==> src/rtl/core/bmp24_pkg.sv <==
// Shared types and constants for the BMP 24-bit stream decoder.
package bmp24_pkg;

    localparam int DIM_BITS_DEF = 16;

    // Result status codes
    localparam logic [3:0] ST_PIXEL  = 4'd0;
    localparam logic [3:0] ST_DONE   = 4'd1;
    localparam logic [3:0] ST_SIG    = 4'd2;
    localparam logic [3:0] ST_HSIZE  = 4'd3;
    localparam logic [3:0] ST_WIDTH  = 4'd4;
    localparam logic [3:0] ST_HEIGHT = 4'd5;
    localparam logic [3:0] ST_PLANES = 4'd6;
    localparam logic [3:0] ST_BPP    = 4'd7;
    localparam logic [3:0] ST_COMP   = 4'd8;
    localparam logic [3:0] ST_OFFSET = 4'd9;
    localparam logic [3:0] ST_TRUNC  = 4'd10;
    localparam logic [3:0] ST_LARGE  = 4'd11;

    // Header byte positions of the checked fields
    localparam logic [5:0] POS_SIG    = 6'd1;
    localparam logic [5:0] POS_OFFSET = 6'd13;
    localparam logic [5:0] POS_HSIZE  = 6'd17;
    localparam logic [5:0] POS_WIDTH  = 6'd21;
    localparam logic [5:0] POS_HEIGHT = 6'd25;
    localparam logic [5:0] POS_PLANES = 6'd27;
    localparam logic [5:0] POS_BPP    = 6'd29;
    localparam logic [5:0] POS_LAST   = 6'd33;

    localparam logic [15:0] SIG_WORD = 16'h4D42;
    localparam logic [31:0] DIB_SIZE = 32'd40;
    localparam logic [15:0] BPP_24   = 16'd24;

    // Decoder phase
    typedef enum logic [1:0] {
        PH_HEADER = 2'd0,
        PH_SKIP   = 2'd1,
        PH_PIXEL  = 2'd2,
        PH_IDLE   = 2'd3
    } t_phase;

    // One result beat, output width of fields
    typedef struct packed {
        logic        final_result;
        logic [7:0]  blue;
        logic [7:0]  green;
        logic [7:0]  red;
        logic [15:0] column_index;
        logic [15:0] row_index;
        logic [3:0]  status;
    } t_result;

    localparam int RES_W = $bits(t_result);

    // Front-to-back queue entry: up to two results per input byte
    typedef struct packed {
        logic    two;
        t_result r1;
        t_result r0;
    } t_qentry;

endpackage

==> src/rtl/core/bmp24_front.sv <==
// Front part: parses the header and pixel bytes, builds up to two results per byte.
module bmp24_front #(
    parameter int DIM_BITS = bmp24_pkg::DIM_BITS_DEF
) (
    input  logic               i_clk,
    input  logic               i_rst_n,
    input  logic               i_valid,
    output logic               o_ready,
    input  logic [7:0]         i_data_byte,
    input  logic               i_end_of_file,
    output logic               o_q_valid,
    output bmp24_pkg::t_qentry o_q_entry,
    input  logic               i_q_ready
);
    import bmp24_pkg::*;

    localparam logic [31:0] DIM_MAX = 32'((64'd1 << DIM_BITS) - 64'd1);
    localparam int BR_W = DIM_BITS + 3;   // byte_in_row covers 4*width

    t_phase               r_phase, n_phase;
    logic [5:0]           r_pos, n_pos;          // header byte position
    logic [31:0]          r_shift, n_shift;
    logic [31:0]          r_off, n_off;
    logic [31:0]          r_skip, n_skip;        // file bytes consumed so far, in skip
    logic [DIM_BITS-1:0]  r_width, n_width;
    logic [DIM_BITS-1:0]  r_height, n_height;
    logic                 r_bu, n_bu;
    logic [DIM_BITS-1:0]  r_row, n_row;
    logic [DIM_BITS-1:0]  r_col, n_col;
    logic [1:0]           r_k, n_k;              // byte in triple
    logic [BR_W-1:0]      r_bir, n_bir;
    logic [BR_W-1:0]      r_rowb, n_rowb;        // 3*width
    logic [BR_W-1:0]      r_stride, n_stride;
    logic [15:0]          r_bg, n_bg;

    logic                 acc;
    logic [31:0]          v, mag;
    logic [3:0]           err;
    logic                 pix, done;
    logic [DIM_BITS-1:0]  row_out;
    t_result              pres, fres;
    logic                 fin_q;
    logic [3:0]           fin_st;
    logic [BR_W-1:0]      w3;

    assign o_ready = i_q_ready;
    assign acc     = i_valid & o_ready;
    assign w3      = BR_W'(r_width) + BR_W'({r_width, 1'b0});

    always_comb begin
        n_phase = r_phase; n_pos = r_pos; n_shift = r_shift; n_off = r_off;
        n_skip = r_skip; n_width = r_width; n_height = r_height; n_bu = r_bu;
        n_row = r_row; n_col = r_col; n_k = r_k; n_bir = r_bir; n_bg = r_bg;
        n_rowb = r_rowb; n_stride = r_stride;
        v = {i_data_byte, r_shift[31:8]};
        mag = v[31] ? (~v + 32'd1) : v;
        err = ST_PIXEL; pix = 1'b0; done = 1'b0;
        row_out = r_bu ? (r_height - DIM_BITS'(1) - r_row) : r_row;
        unique case (r_phase)
            PH_HEADER: begin
                n_shift = v;
                n_pos = r_pos + 6'd1;
                unique case (r_pos)
                    POS_SIG:    if (v[31:16] != SIG_WORD) err = ST_SIG;
                    POS_OFFSET: n_off = v;
                    POS_HSIZE:  if (v != DIB_SIZE) err = ST_HSIZE;
                    POS_WIDTH: begin
                        if (v == 32'd0 || v[31]) err = ST_WIDTH;
                        else if (v > DIM_MAX) err = ST_LARGE;
                        else n_width = v[DIM_BITS-1:0];
                    end
                    POS_HEIGHT: begin
                        if (v == 32'd0) err = ST_HEIGHT;
                        else if (mag > DIM_MAX) err = ST_LARGE;
                        else begin
                            n_height = mag[DIM_BITS-1:0];
                            n_bu = ~v[31];
                        end
                    end
                    POS_PLANES: if (v[31:16] != 16'd1) err = ST_PLANES;
                    POS_BPP:    if (v[31:16] != BPP_24) err = ST_BPP;
                    POS_LAST: begin
                        if (v != 32'd0) err = ST_COMP;
                        else if (r_off < 32'd34) err = ST_OFFSET;
                        else begin
                            n_row = '0; n_col = '0; n_k = '0; n_bir = '0;
                            n_rowb = w3;
                            n_stride = (w3 + BR_W'(3)) & ~BR_W'(3);
                            n_skip = 32'd34;
                            n_phase = (r_off == 32'd34) ? PH_PIXEL : PH_SKIP;
                        end
                    end
                    default: ;
                endcase
                if (err != ST_PIXEL) n_phase = PH_IDLE;
            end
            PH_SKIP: begin
                n_skip = r_skip + 32'd1;
                if (n_skip == r_off) n_phase = PH_PIXEL;
            end
            PH_PIXEL: begin
                if (r_bir < r_rowb) begin
                    case (r_k)
                        2'd0: n_bg[7:0] = i_data_byte;
                        2'd1: n_bg[15:8] = i_data_byte;
                        default: pix = 1'b1;
                    endcase
                    n_k = (r_k == 2'd2) ? 2'd0 : r_k + 2'd1;
                    if (r_k == 2'd2) n_col = r_col + DIM_BITS'(1);
                end
                n_bir = r_bir + BR_W'(1);
                if (n_bir >= r_stride) begin
                    n_bir = '0; n_k = '0; n_col = '0;
                    n_row = r_row + DIM_BITS'(1);
                    if (n_row >= r_height) begin
                        done = 1'b1;
                        n_phase = PH_IDLE;
                    end
                end
            end
            PH_IDLE: ;
            default: ;
        endcase
        if (i_end_of_file) begin
            n_phase = PH_HEADER; n_pos = '0; n_shift = '0; n_off = '0;
            n_skip = '0; n_width = '0; n_height = '0; n_bu = 1'b0;
            n_row = '0; n_col = '0; n_k = '0; n_bir = '0; n_bg = '0;
        end
    end

    // Assemble the results of this byte
    always_comb begin
        pres = '0;
        pres.status = ST_PIXEL;
        pres.row_index = 16'(row_out);
        pres.column_index = 16'(r_col);
        pres.red = i_data_byte;
        pres.green = r_bg[15:8];
        pres.blue = r_bg[7:0];
        fin_q = 1'b0; fin_st = ST_DONE;
        if (err != ST_PIXEL) begin
            fin_q = 1'b1; fin_st = err;
        end else if (done) begin
            fin_q = 1'b1; fin_st = ST_DONE;
        end else if (i_end_of_file && r_phase != PH_IDLE) begin
            fin_q = 1'b1; fin_st = ST_TRUNC;
        end
        fres = '0;
        fres.status = fin_st;
        fres.final_result = 1'b1;
        o_q_entry = '0;
        o_q_entry.two = pix & fin_q;
        o_q_entry.r0 = pix ? pres : fres;
        o_q_entry.r1 = fres;
        o_q_valid = acc & (pix | fin_q);
    end

    always_ff @(posedge i_clk) begin
        if (!i_rst_n) begin
            r_phase <= PH_HEADER; r_pos <= '0; r_shift <= '0; r_off <= '0;
            r_skip <= '0; r_width <= '0; r_height <= '0; r_bu <= 1'b0;
            r_row <= '0; r_col <= '0; r_k <= '0; r_bir <= '0; r_bg <= '0;
            r_rowb <= '0; r_stride <= '0;
        end else if (acc) begin
            r_phase <= n_phase; r_pos <= n_pos; r_shift <= n_shift; r_off <= n_off;
            r_skip <= n_skip; r_width <= n_width; r_height <= n_height; r_bu <= n_bu;
            r_row <= n_row; r_col <= n_col; r_k <= n_k; r_bir <= n_bir; r_bg <= n_bg;
            r_rowb <= n_rowb; r_stride <= n_stride;
        end
    end

    // Header position never passes the last header byte while parsing
    a_pos: assert property (@(posedge i_clk) disable iff (!i_rst_n)
        r_phase == PH_HEADER |-> r_pos <= POS_LAST)
        else $error("header position overrun");
    // Triple counter stays in range
    a_k: assert property (@(posedge i_clk) disable iff (!i_rst_n) r_k != 2'd3)
        else $error("triple counter out of range");
    // Entry is only produced when the queue takes it
    a_q: assert property (@(posedge i_clk) disable iff (!i_rst_n)
        o_q_valid |-> i_q_ready)
        else $error("queue write while full");

endmodule

==> src/rtl/core/bmp24_back.sv <==
// Back part: a two-entry queue of result pairs and the output stage.
module bmp24_back (
    input  logic               i_clk,
    input  logic               i_rst_n,
    input  logic               i_q_valid,
    input  bmp24_pkg::t_qentry i_q_entry,
    output logic               o_q_ready,
    output logic               o_valid,
    output bmp24_pkg::t_result o_result,
    input  logic               i_ready
);
    import bmp24_pkg::*;

    t_qentry    r_q [2];
    logic       r_wp, r_rp;
    logic [1:0] r_cnt;
    logic       r_sub;        // second result of head entry pending
    logic       pop, push;
    t_qentry    head;

    assign head      = r_q[r_rp];
    assign o_valid   = (r_cnt != 2'd0);
    assign o_result  = r_sub ? head.r1 : head.r0;
    assign pop       = o_valid & i_ready & (r_sub | ~head.two);
    assign o_q_ready = (r_cnt != 2'd2);
    assign push      = i_q_valid & o_q_ready;

    always_ff @(posedge i_clk) begin
        if (push) r_q[r_wp] <= i_q_entry;
    end

    always_ff @(posedge i_clk) begin
        if (!i_rst_n) begin
            r_wp <= 1'b0; r_rp <= 1'b0; r_cnt <= '0; r_sub <= 1'b0;
        end else begin
            if (push) r_wp <= ~r_wp;
            if (pop) r_rp <= ~r_rp;
            r_cnt <= r_cnt + 2'(push) - 2'(pop);
            if (o_valid && i_ready) r_sub <= ~pop;
        end
    end

    a_cnt: assert property (@(posedge i_clk) disable iff (!i_rst_n) r_cnt <= 2'd2)
        else $error("queue count overflow");
    a_sub: assert property (@(posedge i_clk) disable iff (!i_rst_n)
        r_sub |-> (r_cnt != 2'd0))
        else $error("second half pending on empty queue");
    a_hold: assert property (@(posedge i_clk) disable iff (!i_rst_n)
        (o_valid && !i_ready) |=> o_valid)
        else $error("result dropped while stalled");

endmodule

==> src/rtl/core/bmp24_stream_decoder_unit.sv <==
// Top level of the BMP 24-bit uncompressed stream decoder.
//
//  Channel  Dir  Payload
//  s_axis   in   tdata = data_byte, tlast = end_of_file
//  m_axis   out  tdata = status,row_index,column_index,red,green,blue; tlast = final_result
//
//  One file byte per clock when the result side keeps up.
//  A byte making a pixel plus a final status gives two beats; the two-entry
//  queue between parser and output absorbs them, ready drops when it is full.
//  Reset is synchronous, active low, and rearms the parser at the signature.
//  Either side may stall at any cycle without loss.
module bmp24_stream_decoder_unit #(
    parameter int DIM_BITS = bmp24_pkg::DIM_BITS_DEF
) (
    input  logic        i_clk,
    input  logic        i_rst_n,
    input  logic        s_axis_tvalid,
    output logic        s_axis_tready,
    input  logic [7:0]  s_axis_tdata,   // [7:0] data_byte
    input  logic        s_axis_tlast,
    output logic        m_axis_tvalid,
    input  logic        m_axis_tready,
    // [3:0] status, [19:4] row_index, [35:20] column_index,
    // [43:36] red, [51:44] green, [59:52] blue, [63:60] zero
    output logic [63:0] m_axis_tdata,
    output logic        m_axis_tlast
);
    import bmp24_pkg::*;

    logic    q_valid, q_ready;
    t_qentry q_entry;
    t_result res;

    bmp24_front #(.DIM_BITS(DIM_BITS)) u_front (
        .i_clk(i_clk), .i_rst_n(i_rst_n),
        .i_valid(s_axis_tvalid), .o_ready(s_axis_tready),
        .i_data_byte(s_axis_tdata), .i_end_of_file(s_axis_tlast),
        .o_q_valid(q_valid), .o_q_entry(q_entry), .i_q_ready(q_ready)
    );

    bmp24_back u_back (
        .i_clk(i_clk), .i_rst_n(i_rst_n),
        .i_q_valid(q_valid), .i_q_entry(q_entry), .o_q_ready(q_ready),
        .o_valid(m_axis_tvalid), .o_result(res), .i_ready(m_axis_tready)
    );

    assign m_axis_tdata = {4'd0, res.blue, res.green, res.red, res.column_index,
                           res.row_index, res.status};
    assign m_axis_tlast = res.final_result;

endmodule

==> config.mk <==
export PLATFORM = sky130hd
export DESIGN_NAME = bmp24_stream_decoder_unit
export DESIGN_NICKNAME = d
export VERILOG_FILES = /design/src/rtl/core/bmp24_pkg.sv /design/src/rtl/core/bmp24_front.sv /design/src/rtl/core/bmp24_back.sv /design/src/rtl/core/bmp24_stream_decoder_unit.sv
export SDC_FILE = /design/constraint.sdc
export NUM_CORES = 1
export LEC_CHECK = 0
export BUFFER_PORTS_ARGS = -buffer_cell sky130_fd_sc_hd__buf_4
export CORE_UTILIZATION = 63
export DETAILED_ROUTE_END_ITERATION = 7
export PLACE_DENSITY = 0.92
export SLEW_MARGIN = 20
export SYNTH_ARGS = -nofsm -noshare
export SYNTH_HDL_FRONTEND = slang
export SYNTH_SLANG_ARGS = --single-unit
==> constraint.sdc <==
create_clock -name i_clk -period 6.3 [get_ports i_clk]
set_input_delay 1.26 -clock i_clk [delete_from_list [all_inputs] [get_ports i_clk]]
set_output_delay 1.26 -clock i_clk [all_outputs]
set_load 0.005 [all_outputs]
==> flow_metrics.py <==
metrics = {
    "sta": {
        "worst_pin_slew_ns": 1.09,
        "setup_tns_ns": 0,
        "maxSlewViolCount": 0,
        "fin_crit_sh": 0.902,
        "rsz0062_at_grt": "no",
        "clock-skew-final_ns": 0.0230,
        "post-route-min-period_ns": 5.68,
        "hold_viol_final": 0,
        "slew-limit-headroom": 0.272,
        "fmax_ghz": 0.176,
        "final-setup-viol-count": 0,
    },
    "die": {
        "fp.dieH_um": 184,
        "io-pin-count": 80,
        "rows": 66,
        "start_util": 0.643,
        "die_area_um2": 34000,
        "core_area_um2": 32600,
        "die_x_um": 184,
    },
    "detailed_routing": {
        "vias": 18400,
        "drtIter0Drc": 2192,
        "drc_errors": 0,
        "firstDrtPassIters": 6,
        "ant_nets": 0,
        "wl_per_cell_um": 20.0,
        "wl_mm": 56.5,
        "viasPerCell": 6.52,
    },
    "status": {
        "status": "completed",
    },
    "clock_tree": {
        "cts_hold_buf": 0,
        "post_cts_resized": 0,
        "tritoncts": "done",
        "cts-buffers-inserted": 38,
        "path_clk_slew_ns": 0.07,
        "clk_latency_ns": 0.54,
        "htree_levels": 2,
        "clk_path_buf_depth": 3,
        "clockRootBuffer": "clkbuf_16",
        "postCtsSetupRepairBufs": 0,
        "cts.sinks": 371,
    },
    "critical_path": {
        "critPathRequiredTime_ns": 6.53,
        "cp_slowest_cell": "nor4_1",
        "worstPathCellList": "ha_1 > nand3_1 > nor4_1 > and3_1 > nand3_1 > xnor2_1 > ha_1 > nand4_1 > or4_1 > a21o_1 > a211oi_1 > inv_1 > a31oi_1 > and2_2 > buf_12",
        "max_stage_delay_ns": 0.86,
        "critical_path_class": "flop to flop",
        "critPathBufInv": 2,
        "path_max_fanout": 33,
        "critPathCaptureType": "flop",
        "worstPathArrival_ns": 5.92,
        "crit_family": "simple AND/OR/NAND/NOR gates",
        "startpoint_type": "flop",
        "rrSetupSlack_ns": 0.62,
    },
    "power_and_ir_drop": {
        "p_sw_frac": 0.276,
        "power_frac_seq": 0.465,
        "leakage_nw": 8.49,
        "combPwrFrac": 0.158,
        "intPower_mw": 4.26,
        "pwr-share-clk": 0.377,
        "p_per_area_nw_per_um2": 256,
        "ir_worst_vdd_uv": 228,
        "p_sw_mw": 1.62,
        "total_power_mw": 5.87,
    },
    "global_route": {
        "track_usage": 0.331,
        "grt_remaining_overflow": 0,
        "grt_antenna_before_repair": 1,
        "grt_max_degree": 99,
        "grt_pass1_vias": 17700,
        "grt_pass1_wl_mm": 90.4,
    },
    "logic_synthesis": {
        "ys_dominant_reg_cell": "dfxtp_1",
        "synth_cell_types": 83,
        "synth_edf_count": 132,
        "async_flop_share": 0,
        "syn_area_per_cell_um2": 8.91,
        "synth_seq_cells": 371,
        "syn_area_um2": 21000,
        "synthCells": 2353,
        "ys.warnings.count": 0,
        "ys_seq_area_frac": 0.417,
    },
    "layout": {
        "syn_to_final_growth_pct": 9.59,
        "final-instance-count-excl-fill": 2820,
        "nets": 2460,
        "fillCellCount": 2291,
        "drive_gt1_frac": 0.0875,
    },
    "min_path": {
        "hold_class": "flop to flop",
    },
    "placement": {
        "gp_congestion": 0.965,
        "port_buffers": 75,
        "hpwl_mm": 38.2,
        "dp_cells": 2751,
    },
    "flow_run": {
        "max_cap_violations": 0,
    },
}
metal layers:
metal / vias to the layer above / global-route usage / part of all wire
met5: - / 0 / 0
met4: 0 / 0.130 / 0.037
met3: 198 / 0.0522 / 0.089
met2: 1044 / 0.562 / 0.48
met1: 8735 / 0.420 / 0.40
li1: 8421 / - / -
cell usage in the layout, fill, tap and decap left out, types with 42 or more instances in the layout:
cell type / Yosys / final
a21oi_1: 125 / 125
a22oi_1: 75 / 75
and2_1: 56 / 54
buf_4: 4 / 98
dfxtp_1: 239 / 237
edfxtp_1: 132 / 132
ha_1: 96 / 96
inv_1: 102 / 102
mux2i_1: 98 / 98
nand2_1: 174 / 174
nand3_1: 79 / 79
nor2_1: 299 / 298
nor3_1: 43 / 42
o21ai_0: 89 / 88
xnor2_1: 86 / 86
xor2_1: 69 / 69
layout make-up:
| type | instances | area (um^2) | area share |
|---|---|---|---|
| timing repair buffer | 100 | 776 | 0.0338 |
| sequential | 371 | 8760 | 0.381 |
| multi-input combinational | 1735 | 11300 | 0.491 |
| clock inverter | 16 | 135 | 0.00588 |
| clock buffer | 52 | 1080 | 0.0472 |
| inverter | 103 | 389 | 0.0169 |
| tap | 442 | 553 | 0.0241 |
| antenna | 1 | 2.50 | 0.000109 |
synth_stat cells, types with 5 or more instances:
cell         n  area, um^2
o21a_1       8        60.1
nor2b_1     22         138
buf_1        8        30.0
mux2i_1     98         981
or2_2       10        62.6
inv_1      102         383
a211o_1      6        52.6
nand3b_1    14         105
or4_1       25         188
nand2b_1    14        87.6
and3_1      23         144
nor3_1      43         215
a211oi_1    28         210
nor4_1      42         263
o211ai_1     8        60.1
a22oi_1     75         563
or3b_2       7        61.3
nand4_1     32         200
and4_1       6        52.6
o21ai_0     89         445
nand3_1     79         395
and2_1      56         350
nand2_1    174         653
xnor2_1     86         753
nor2_1     299        1120
clkbuf_1   128         480
a21o_1      27         203
a41oi_1      6        52.6
a21oi_1    125         626
o2bb2ai_1   10        87.6
edfxtp_1   132        3960
xor2_1      69         604
a2111oi_0    5        43.8
dfxtp_1    239        4780
or3_1       35         219
ha_1        96        1200
nand4b_1     5        43.8
o31ai_1     13        97.6
a31oi_1     22         138
power by group through the flow:
stage | combinational, mW | sequential, mW | clock, mW
floorplan | 0.598 | 2.67 | 0
global placement | 0.872 | 2.77 | 0
detailed placement | 0.898 | 2.78 | 0
CTS | 0.915 | 2.73 | 2.22
global route | 0.997 | 2.75 | 2.32
finish | 0.927 | 2.73 | 2.21
metrics by stage:
stage,setup WS (ns),instance area (um^2),hold WS (ns),util
after global routing,0.347,23000,0.477,0.704
final,0.619,23000,0.450,0.704
after floorplan,0.663,21000,0.432,-
after global placement,0.986,21700,0.443,0.666
after detailed placement,0.767,21700,0.446,0.666
after CTS,0.744,23000,0.454,0.704
path summary, 6_finish.rpt:
path | cells after the start | end | startpoint
worst max-delay path | 15 | u_back.r_q[1][26] | u_front.r_row[0]
worst min-delay path | 2 | u_front.r_rowb[12] | u_front.r_rowb[12]
worst max register to register | 15 | u_back.r_q[1][26] | u_front.r_row[0]
worst min register to register | 2 | u_front.r_rowb[12] | u_front.r_rowb[12]
worst reg2reg max path: stages, from the launching register on:
cell and delay [ns]:
dfxtp_1 0.46, ha_1 0.25, nand3_1 0.17, nor4_1 0.86
and3_1 0.37, nand3_1 0.13, xnor2_1 0.17, ha_1 0.31
nand4_1 0.11, or4_1 0.52, a21o_1 0.17, a211oi_1 0.37
inv_1 0.10, a31oi_1 0.35, and2_2 0.70, buf_12 0.30
registers in the layout (all words and copies together), names as in the netlist, 17 cells and up, named ones only:
signal and cells:
u_back.r_q 132, u_front.r_off 32, u_front.r_skip 32, u_front.r_shift 24
u_front.r_bir 19, u_front.r_rowb 18, u_front.r_stride 17
logic make-up (layout without fill, tap and decap cells):
kind of cell               after synthesis  in the layout  synth area share
and+or+nand+nor                        907            907             0.214
AOI/OAI and AO/OA                      468            468             0.146
DFF                                    371            371             0.417
buffers and inverters                  250            271            0.0468
xor gates and xnor gates               155            155            0.0648
muxes                                  103            103            0.0516
adders and majority gates               98             98            0.0592
other                                    1              5          0.000179
Note: power is estimated with default switching activity, not from simulation.
